### src/smcd_pkg.sv
package smcd_pkg;

	localparam logic [7:0]  HEADER_BYTE      = 8'hAA;
	localparam logic [7:0]  TRAILER_BYTE     = 8'h55;
	localparam logic [15:0] PULSE_MIN_RESET  = 16'd500;
	localparam logic [15:0] PULSE_MAX_RESET  = 16'd2500;
	localparam logic [15:0] PULSE_HOLD_RESET = 16'd1500;

	localparam int          CFG_ADDR_W       = 3;
	localparam logic        REG_PULSE_MIN    = 1'b0;
	localparam logic        REG_PULSE_MAX    = 1'b1;

	typedef enum logic [2:0] {
		POS_IDLE   = 3'd0,
		POS_MOT_LO = 3'd1,
		POS_MOT_HI = 3'd2,
		POS_SRV_LO = 3'd3,
		POS_SRV_HI = 3'd4,
		POS_CHECK  = 3'd5,
		POS_TRAIL  = 3'd6
	} frame_pos_t;

	typedef struct packed {
		logic [15:0] pulse_min;
		logic [15:0] pulse_max;
	} cfg_t;

	typedef struct packed {
		logic [15:0] servo_pulse;
		logic [15:0] motor_pulse;
		logic        servo_updated;
		logic        motor_updated;
	} result_t;

endpackage

### src/smcd_cfg_regs.sv
module smcd_cfg_regs (
	input  logic                              clk,
	input  logic                              arst_n,
	input  logic                              psel,
	input  logic                              penable,
	input  logic                              pwrite,
	input  logic [smcd_pkg::CFG_ADDR_W-1:0]   paddr,
	input  logic [31:0]                       pwdata,
	output logic [31:0]                       prdata,
	output logic                              pready,
	output smcd_pkg::cfg_t                    cfg
);

	smcd_pkg::cfg_t cfg_q;
	logic           wr_en;
	logic           reg_sel;

	assign pready  = 1'b1;
	assign wr_en   = psel && penable && pwrite;
	// byte address 4*i: word index is bit 2
	assign reg_sel = paddr[2];

	always_ff @(posedge clk or negedge arst_n) begin
		if (!arst_n) begin
			cfg_q.pulse_min <= smcd_pkg::PULSE_MIN_RESET;
			cfg_q.pulse_max <= smcd_pkg::PULSE_MAX_RESET;
		end else if (wr_en) begin
			if (reg_sel == smcd_pkg::REG_PULSE_MIN) begin
				cfg_q.pulse_min <= pwdata[15:0];
			end else begin
				cfg_q.pulse_max <= pwdata[15:0];
			end
		end
	end

	always_comb begin
		if (reg_sel == smcd_pkg::REG_PULSE_MIN) begin
			prdata = {16'd0, cfg_q.pulse_min};
		end else begin
			prdata = {16'd0, cfg_q.pulse_max};
		end
	end

	assign cfg = cfg_q;

endmodule

### src/smcd_parser.sv
module smcd_parser (
	input  logic                 clk,
	input  logic                 arst_n,
	input  logic                 byte_valid,
	input  logic [7:0]           rx_byte,
	input  smcd_pkg::cfg_t       cfg,
	output logic                 res_valid,
	output smcd_pkg::result_t    res
);

	smcd_pkg::frame_pos_t pos_q;
	smcd_pkg::frame_pos_t pos_d;
	logic [7:0]           sum_q;
	logic [15:0]          motor_q;
	logic [15:0]          servo_q;
	logic [15:0]          held_servo_q;
	logic [15:0]          held_motor_q;
	logic                 s_ok;
	logic                 m_ok;
	logic                 frame_done;

	assign s_ok = (servo_q >= cfg.pulse_min) && (servo_q <= cfg.pulse_max);
	assign m_ok = (motor_q >= cfg.pulse_min) && (motor_q <= cfg.pulse_max);

	// next state
	always_comb begin
		case (pos_q)
			smcd_pkg::POS_MOT_LO: pos_d = smcd_pkg::POS_MOT_HI;
			smcd_pkg::POS_MOT_HI: pos_d = smcd_pkg::POS_SRV_LO;
			smcd_pkg::POS_SRV_LO: pos_d = smcd_pkg::POS_SRV_HI;
			smcd_pkg::POS_SRV_HI: pos_d = smcd_pkg::POS_CHECK;
			smcd_pkg::POS_CHECK: begin
				// bad checksum: back to idle, next byte is tried as a header
				pos_d = (rx_byte == sum_q) ? smcd_pkg::POS_TRAIL : smcd_pkg::POS_IDLE;
			end
			smcd_pkg::POS_TRAIL: pos_d = smcd_pkg::POS_IDLE;
			default: begin
				pos_d = (rx_byte == smcd_pkg::HEADER_BYTE) ? smcd_pkg::POS_MOT_LO
				                                           : smcd_pkg::POS_IDLE;
			end
		endcase
	end

	// outputs
	always_comb begin
		frame_done        = (pos_q == smcd_pkg::POS_TRAIL) && (rx_byte == smcd_pkg::TRAILER_BYTE);
		res_valid         = byte_valid && frame_done;
		res.servo_pulse   = s_ok ? servo_q : held_servo_q;
		res.motor_pulse   = m_ok ? motor_q : held_motor_q;
		res.servo_updated = s_ok;
		res.motor_updated = m_ok;
	end

	always_ff @(posedge clk or negedge arst_n) begin
		if (!arst_n) begin
			pos_q        <= smcd_pkg::POS_IDLE;
			sum_q        <= 8'd0;
			motor_q      <= 16'd0;
			servo_q      <= 16'd0;
			held_servo_q <= smcd_pkg::PULSE_HOLD_RESET;
			held_motor_q <= smcd_pkg::PULSE_HOLD_RESET;
		end else if (byte_valid) begin
			pos_q <= pos_d;
			case (pos_q)
				smcd_pkg::POS_MOT_LO: begin
					motor_q <= {8'd0, rx_byte};
					sum_q   <= rx_byte;
				end
				smcd_pkg::POS_MOT_HI: begin
					motor_q <= {rx_byte, motor_q[7:0]};
					sum_q   <= sum_q + rx_byte;
				end
				smcd_pkg::POS_SRV_LO: begin
					servo_q <= {8'd0, rx_byte};
					sum_q   <= sum_q + rx_byte;
				end
				smcd_pkg::POS_SRV_HI: begin
					servo_q <= {rx_byte, servo_q[7:0]};
					sum_q   <= sum_q + rx_byte;
				end
				smcd_pkg::POS_TRAIL: begin
					if (frame_done) begin
						held_servo_q <= res.servo_pulse;
						held_motor_q <= res.motor_pulse;
					end
				end
				default: begin
				end
			endcase
		end
	end

endmodule

### src/smcd_out_buf.sv
module smcd_out_buf (
	input  logic                 clk,
	input  logic                 arst_n,
	input  logic                 push,
	input  smcd_pkg::result_t    push_data,
	output logic                 space,
	output logic                 out_valid,
	input  logic                 out_stall,
	output smcd_pkg::result_t    out_data
);

	smcd_pkg::result_t out_q;
	smcd_pkg::result_t skid_q;
	logic              out_valid_q;
	logic              skid_valid_q;
	logic              pop;

	assign pop   = out_valid_q && !out_stall;
	assign space = !(out_valid_q && skid_valid_q) || pop;

	always_ff @(posedge clk or negedge arst_n) begin
		if (!arst_n) begin
			out_valid_q  <= 1'b0;
			skid_valid_q <= 1'b0;
		end else if (!out_valid_q || pop) begin
			if (skid_valid_q) begin
				out_valid_q  <= 1'b1;
				skid_valid_q <= push;
			end else begin
				out_valid_q  <= push;
			end
		end else if (push) begin
			skid_valid_q <= 1'b1;
		end
	end

	always_ff @(posedge clk) begin
		if (!out_valid_q || pop) begin
			if (skid_valid_q) begin
				out_q <= skid_q;
				if (push) begin
					skid_q <= push_data;
				end
			end else if (push) begin
				out_q <= push_data;
			end
		end else if (push) begin
			skid_q <= push_data;
		end
	end

	assign out_valid = out_valid_q;
	assign out_data  = out_q;

	a_skid_needs_head: assert property (@(posedge clk) disable iff (!arst_n)
		skid_valid_q |-> out_valid_q)
		else $error("skid entry held without a head entry");

	a_no_overflow: assert property (@(posedge clk) disable iff (!arst_n)
		push |-> space)
		else $error("result pushed into a full buffer");

	a_skid_refills_head: assert property (@(posedge clk) disable iff (!arst_n)
		(skid_valid_q && pop) |=> out_valid_q)
		else $error("head not refilled from skid entry");

endmodule

### src/servo_motor_command_deframer.sv
// A byte accepted at the input is registered in valid_s1/byte_s1; if it closes a
// valid frame, its result is registered into the result buffer and shown at
// out_valid. Throughput: one byte per cycle, set by the frame FSM and the
// two-entry result buffer; input stalls only while that buffer is full.
// Reset (arst_n low, async): idle, pulse window 500..2500, both held pulses 1500.
module servo_motor_command_deframer (
	input  logic                              clk,
	input  logic                              arst_n,
	input  logic                              psel,
	input  logic                              penable,
	input  logic                              pwrite,
	input  logic [smcd_pkg::CFG_ADDR_W-1:0]   paddr,
	input  logic [31:0]                       pwdata,
	output logic [31:0]                       prdata,
	output logic                              pready,
	input  logic                              in_valid,
	output logic                              in_stall,
	input  logic [7:0]                        rx_byte,
	output logic                              out_valid,
	input  logic                              out_stall,
	output logic [15:0]                       servo_pulse,
	output logic [15:0]                       motor_pulse,
	output logic                              servo_updated,
	output logic                              motor_updated
);

	smcd_pkg::cfg_t    cfg;
	smcd_pkg::result_t res;
	smcd_pkg::result_t out_data;
	logic              valid_s1;
	logic [7:0]        byte_s1;
	logic              space;
	logic              proc_s1;
	logic              res_valid;

	smcd_cfg_regs u_cfg (
		.clk     (clk),
		.arst_n  (arst_n),
		.psel    (psel),
		.penable (penable),
		.pwrite  (pwrite),
		.paddr   (paddr),
		.pwdata  (pwdata),
		.prdata  (prdata),
		.pready  (pready),
		.cfg     (cfg)
	);

	assign proc_s1  = valid_s1 && space;
	assign in_stall = valid_s1 && !space;

	always_ff @(posedge clk or negedge arst_n) begin
		if (!arst_n) begin
			valid_s1 <= 1'b0;
		end else if (!in_stall) begin
			valid_s1 <= in_valid;
		end
	end

	always_ff @(posedge clk) begin
		if (!in_stall && in_valid) begin
			byte_s1 <= rx_byte;
		end
	end

	smcd_parser u_parser (
		.clk        (clk),
		.arst_n     (arst_n),
		.byte_valid (proc_s1),
		.rx_byte    (byte_s1),
		.cfg        (cfg),
		.res_valid  (res_valid),
		.res        (res)
	);

	smcd_out_buf u_out (
		.clk       (clk),
		.arst_n    (arst_n),
		.push      (res_valid),
		.push_data (res),
		.space     (space),
		.out_valid (out_valid),
		.out_stall (out_stall),
		.out_data  (out_data)
	);

	assign servo_pulse   = out_data.servo_pulse;
	assign motor_pulse   = out_data.motor_pulse;
	assign servo_updated = out_data.servo_updated;
	assign motor_updated = out_data.motor_updated;

endmodule
### config.mk
export PLATFORM = sky130hd
export DESIGN_NAME = servo_motor_command_deframer
export DESIGN_NICKNAME = d
export VERILOG_FILES = /design/src/smcd_pkg.sv /design/src/smcd_cfg_regs.sv /design/src/smcd_parser.sv /design/src/smcd_out_buf.sv /design/src/servo_motor_command_deframer.sv
export SDC_FILE = /design/constraint.sdc
export NUM_CORES = 1
export LEC_CHECK = 0
export BUFFER_PORTS_ARGS = -buffer_cell sky130_fd_sc_hd__buf_2
export CORE_UTILIZATION = 45
export DETAILED_ROUTE_END_ITERATION = 10
export GPL_ROUTABILITY_DRIVEN = 0
export MAX_ROUTING_LAYER = met4
export PLACE_DENSITY = 0.69
export SLEW_MARGIN = 10
export SYNTH_ARGS = -nofsm -noshare
export SYNTH_HDL_FRONTEND = slang
export SYNTH_SLANG_ARGS = --single-unit
### constraint.sdc
create_clock -name clk -period 2.9 [get_ports clk]
set_input_delay 0.145 -clock clk [delete_from_list [all_inputs] [get_ports clk]]
set_output_delay 0.145 -clock clk [all_outputs]
set_load 0.01 [all_outputs]
Yosys cells after proc, flatten, opt, wreduce, memory -nomap -nowiden

Index checks and enable logic that the tools add are counted.

Flip-flop bits (word level): 186
Input bits: 50
Output and inout bits: 69
Word-level logic and storage cells: 91

$add $sub $neg: 1
Magnitude comparators: 4
Equality and inequality tests: 10
Mux-type cells: 18
Bitwise gates (word level): 3
Reduce and logical (&&, ||, !) cells: 33

Operators with widths:

| kind                                                                  | count |
|---|---|
| 34-bit 2-to-1 mux                                                     | 5 |
| 16-bit case mux with 2 select lines                                   | 2 |
| 16-bit 2-to-1 mux                                                     | 3 |
| 16-bit greater-or-equal comparator                                    | 2 |
| 16-bit less-or-equal comparator                                       | 2 |
| 3-bit case mux with 6 select lines                                    | 1 |
| 8-bit case mux with 2 select lines                                    | 1 |
| 2-bit AND reduction                                                   | 6 |
| 1-bit logical AND                                                     | 11 |
| 2-bit nonzero test                                                    | 5 |
| 3-bit equality test, second input constant                            | 3 |
| 3-bit AND reduction                                                   | 3 |
| 8-bit adder                                                           | 1 |
| 8-bit by 7-bit equality test with 1-bit output, second input constant | 1 |
| 8-bit equality test                                                   | 1 |
| 8-bit equality test, second input constant                            | 1 |
| 3-bit by 2-bit equality test with 1-bit output, second input constant | 2 |
| 1-bit zero test                                                       | 5 |
| 1-bit 2-to-1 mux                                                      | 5 |
| 3-bit by 1-bit equality test with 1-bit output, second input constant | 1 |
| 3-bit 2-to-1 mux                                                      | 1 |
| 1-bit NOT                                                             | 3 |
| 3-bit OR reduction                                                    | 1 |
| 1-bit logical OR                                                      | 2 |
| 2-bit by 1-bit != test with 1-bit output, second input constant       | 1 |

Logic depth before layout (Yosys ltp)

Depth in word-level cells: 8
Depth in mapped cells: 11
Depth with buffers taken out: 10

Modules after synthesis

From an unflattened synthesis, not the netlist that was laid out.

Cell total of the unflattened synthesis: 750
Area total of the unflattened synthesis: 9889.5 um^2

By module, submodules not included:

| module                       | times used | cells each | area an instance (um^2) |
|---|---|---|---|
| smcd_parser                  | 1          | 516        | 5353.9 |
| smcd_out_buf                 | 1          | 115        | 2620.0 |
| smcd_cfg_regs                | 1          | 105        | 1611.5 |
| servo_motor_command_deframer | 1          | 14         | 304.0 |

Worst setup path before layout

Ideal clock, no wire load.

Path kind: flip-flop to flip-flop
From: reg byte_s1[3]
To: reg u_out.out_q, in the netlist u_out.out_data[0] (enable)
Data arrival time: 2708 ps
Path slack: -233 ps
Cell stages (with the launch flop): 6
Buffers on the path: 0
Period minus slack after synthesis: 3133 ps
Cell sequence: edfxtp_1 -> nand4b_1 -> nor4_1 -> and3_1 -> nor2_1 -> nor2_1

Cells in the longest elaborated chain, start to end: 5

RTL lines:

| what                                           | RTL line                           | RTL |
|---|---|---|
| start: declaration                             | servo_motor_command_deframer.sv:31 | `logic [7:0] byte_s1;` |
| start signal: assignment                       | servo_motor_command_deframer.sv:62 | `byte_s1 <= rx_byte;` |
| 8-bit by 7-bit equality test with 1-bit output | smcd_parser.sv:46                  | `frame_done = (pos_q == smcd_pkg::POS_TRAIL) && (rx_byte == smcd_pkg::TRAILER_BYTE);` |
| 1-bit logical AND                              | smcd_parser.sv:46                  |  |
| 1-bit logical AND                              | smcd_parser.sv:47                  | `res_valid = byte_valid && frame_done;` |
| 2-bit nonzero test (no line)                   | n/a                                |  |
| 2-bit AND reduction (no line)                  | n/a                                |  |
| end signal: assignment                         | smcd_out_buf.sv:40                 | `out_q <= skid_q;` |
| end signal: assignment                         | smcd_out_buf.sv:45                 | `out_q <= push_data;` |
| end: declaration                               | smcd_out_buf.sv:12                 | `smcd_pkg::result_t out_q;` |

Every way passes these cells.
A chain may end at the register's enable or synchronous reset.

==> results.md <==
Clocking
• **clock latency reported for the late side of the worst-skew pair** 0.44 ns
• **count of H-tree levels built during CTS** 4
• **maximum clock insertion buffer count** 2
• **number of sinks handled by clock tree synthesis** 186
• **TritonCTS Buffers** 17
• **cell at the root of the clock tree** clkbuf_16
• **Clock Pin Slew Worst Setup and Hold Paths** 0.07 ns
• **TritonCTS clock tree** done

Final layout
• **Finished Layout Cells** 1223
• **nets@finish** 1057
• **Final Core Density** 55.2%
• **Non-Filler Cell Area, Final** 11600 µm²
• **most frequent cells in the layout** mux2_2 (100), nand2_1 (95), dfrtp_1 (84)
• **fraction of layout instances using a drive strength above 1** 36.2%
• **layout overhead on the synthesized area** 19.7%
• **most common cell after layout, fill and taps aside** mux2_2
• **Antenna diodes** 0

Timing
• **setup tns final** 0 ns
• **total count of max-transition violations in the final report** 0
• **setup violation total in the final timing report** 0
• **maximum achievable frequency** 345 MHz
• **final worst slack** 0.00445 ns
• **smallest hold slack** 0.247 ns
• **Hold Fails Final Rpt** 0
• **final critical-path share of the clock period** 99.8%
• **Tightest Pin Transition** 0.861 ns
• **worst max-slew margin expressed relative to the limit** 42.4%
• **unrepaired setup endpoints after global routing** yes
• **Final Critical Period** 2.90 ns
• **worst clock skew** 0.0146 ns

Global routing
• **global route total overflow** 0
• **maximum number of pins on one net before global-route repair** 69
• **antenna violations before repair** 0
• **overall routing resource usage** 21.1%
• **first-pass GRT wire length** 34.5 mm
• **vias in the first global route** 6409

Drt
• **via count** 6497
• **ANT nets after route** 0
• **aggregate routed wire length** 21.6 mm
• **DR iter-0 viols** 396
• **detail-routed via count per cell** 5.31
• **WL per Instance** 17.6 µm
• **number of remaining DRC errors** 0
• **total iterations of the first detailed-routing run** 5

Synth
• **fraction of the mapped netlist area in compound gates** 8.85%
• **number of enable flip-flop cells after synthesis** 76
• **count of cell types in the netlist** 64
• **post-synthesis adder-cell area fraction** 9.44%
• **Avg Cell Area, Syn** 12.3 µm²
• **post-synthesis register bit count** 186
• **xor and xnor fraction of the mapped netlist area** 0.450%
• **Post-Syn Instances** 793
• **post-synthesis simple-gate area fraction** 8.49%
• **multiplexer share of the synthesized area** 16.1%
• **FFs w/ async S/R, synth** 59.1%
• **most instantiated flip-flop cell in the synthesis netlist** dfrtp_1
• **sequential cell area fraction in the yosys report** 52.1%
• **Synth Cell Area** 9730 µm²
• **Synthesis Warnings** 0
• **largest family of logic cells by synthesized area** multiplexers

Die
• **Vert. Die Dim** 149 µm
• **initial cell density of the core** 46.1%
• **area of the core region** 21100 µm²
• **die area** 22200 µm²
• **die span in x** 149 µm
• **number of top-level pins** 119
• **Cell Rows** 53

Worst setup path
• **Worst Setup End Kind** flop
• **critical path type** reg -> reg
• **required time of the critical path** 3.09 ns
• **Worst Path Arrival** 3.09 ns
• **peak fanout along the critical path** 5
• **startpoint types** flop

Job
• **max-cap viol count** 0

Placement
• **Post-Place Worst Slack** 0.000551 ns
• **total of buffers placed on input and output ports** 83
• **DP Area** 10600 µm²
• **half-perimeter wire length after placement** 15.4 mm
• **cell count after placement** 1159

Power and ir drop
• **power density over cell area** 872 nW/µm²
• **standby leakage power** 5.31 nW
• **Final Total Pwr** 10.2 mW
• **worst-case vdd ir drop** 0.000569 V

Hold path
• **worst min path class** in -> async

Run status
• **result of the run** completed

[where the power goes]
| part | total [mW] | switching [mW] | leakage (nW) | internal (mW) |
|---|---|---|---|---|
| Clock | 2.28 | 1.13 | 0.280 | 1.15 |
| Sequential | 3.77 | 0.532 | 2.07 | 3.24 |
| Combinational | 4.10 | 2.11 | 2.96 | 1.99 |
[logic make-up (layout without fill, tap and decap cells)]
kind of cell,count (synthesis),after routing
AO/OA/AOI/OAI,134,134
XOR/XNOR,5,5
adder cells (fa/ha/maj),73,73
buffers and inverters,87,227
flip-flops,186,186
multiplexers,131,131
other,2,17
AND/OR/NAND/NOR,175,175
[state kept, by name (all words and copies together) (netlist names)]
| register | flops |
|---|---|
| u_out.out_data | 34 |
| u_out.skid_valid_q | 1 |
| u_parser.servo_q | 16 |
| byte_s1 | 8 |
| u_parser.motor_q | 16 |
| u_parser.pos_q | 3 |
| valid_s1 | 1 |
| u_out.skid_q | 34 |
| u_parser.held_motor_q | 16 |
| u_cfg.cfg | 32 |
| u_parser.held_servo_q | 16 |
| u_out.out_valid | 1 |
| u_parser.sum_q | 8 |
[per-layer routing]
metal	GRT usage, %	wire [µm]
met1	28.3	10100
met4	7.30	482
met3	3.67	722
met5	-	0
met2	32.2	10200
[worst max-delay path: stages, from the launching register on]
cell,delay (ns)
dfstp_2,0.55
inv_2,0.06
ha_4,0.27
nand4_1,0.11
nor4_2,0.33
a21bo_2,0.27
o211ai_2,0.08
a22oi_4,0.08
buf_12,0.16
clkbuf_16,0.15
mux2_4,0.31
mux2_4,0.27
[Yosys cell counts (all sizes together), types with 6 or more instances]
cell type	instances	area share (%)
nor2b	6	0.39
mux2	129	16
edfxtp	76	23
o21ai	57	3.0
a21oi	33	1.7
dfrtp	85	22
nand4	12	0.77
a21o	13	1.0
nand2b	6	0.46
clkbuf	16	0.62
nor2	17	0.66
nand2	96	3.7
ha	71	9.1
inv	42	1.6
nor4	6	0.45
dfstp	25	6.8
buf	29	2.3
nand3	12	0.62
[final timing paths]
kind / startpoint / end / slack [ns] / depth (start not counted)
worst max-delay path: u_cfg.cfg[11] / u_out.out_data[27] / 0.004 / 11
max in group asynchronous: arst_n / u_parser.held_servo_q[4] / 1.84 / 3
worst max register to register: u_cfg.cfg[11] / u_out.out_data[27] / 0.004 / 11
worst min register to register: u_parser.held_motor_q[0] / u_parser.held_motor_q[0] / 0.48 / 2
worst min-delay path: arst_n / u_cfg.cfg[28] / 0.25 / 2
min in group clk: out_stall / valid_s1 / 0.35 / 4
[cell type report]
type                    count  area (µm²)
fillers                  1784        9440
flip-flops and latches    186        5070
multi-input cells         535        4370
repair buffers            153        1120
clock buffers              17         425
well taps                 275         344
inverters                  42         160
clock inverters            15         158
[timing repair]
item                                   in CTS  in global routing
setup endpoints to repair                  10                 32
pin swaps                                   4                 11
endpoints found under the hold margin      68                  0
resized for setup                           2                 17
setup buffers                               0                  3
gates cloned                                0                  3
hold buffers                               26                  0
(Power assumes the default switching activity.)
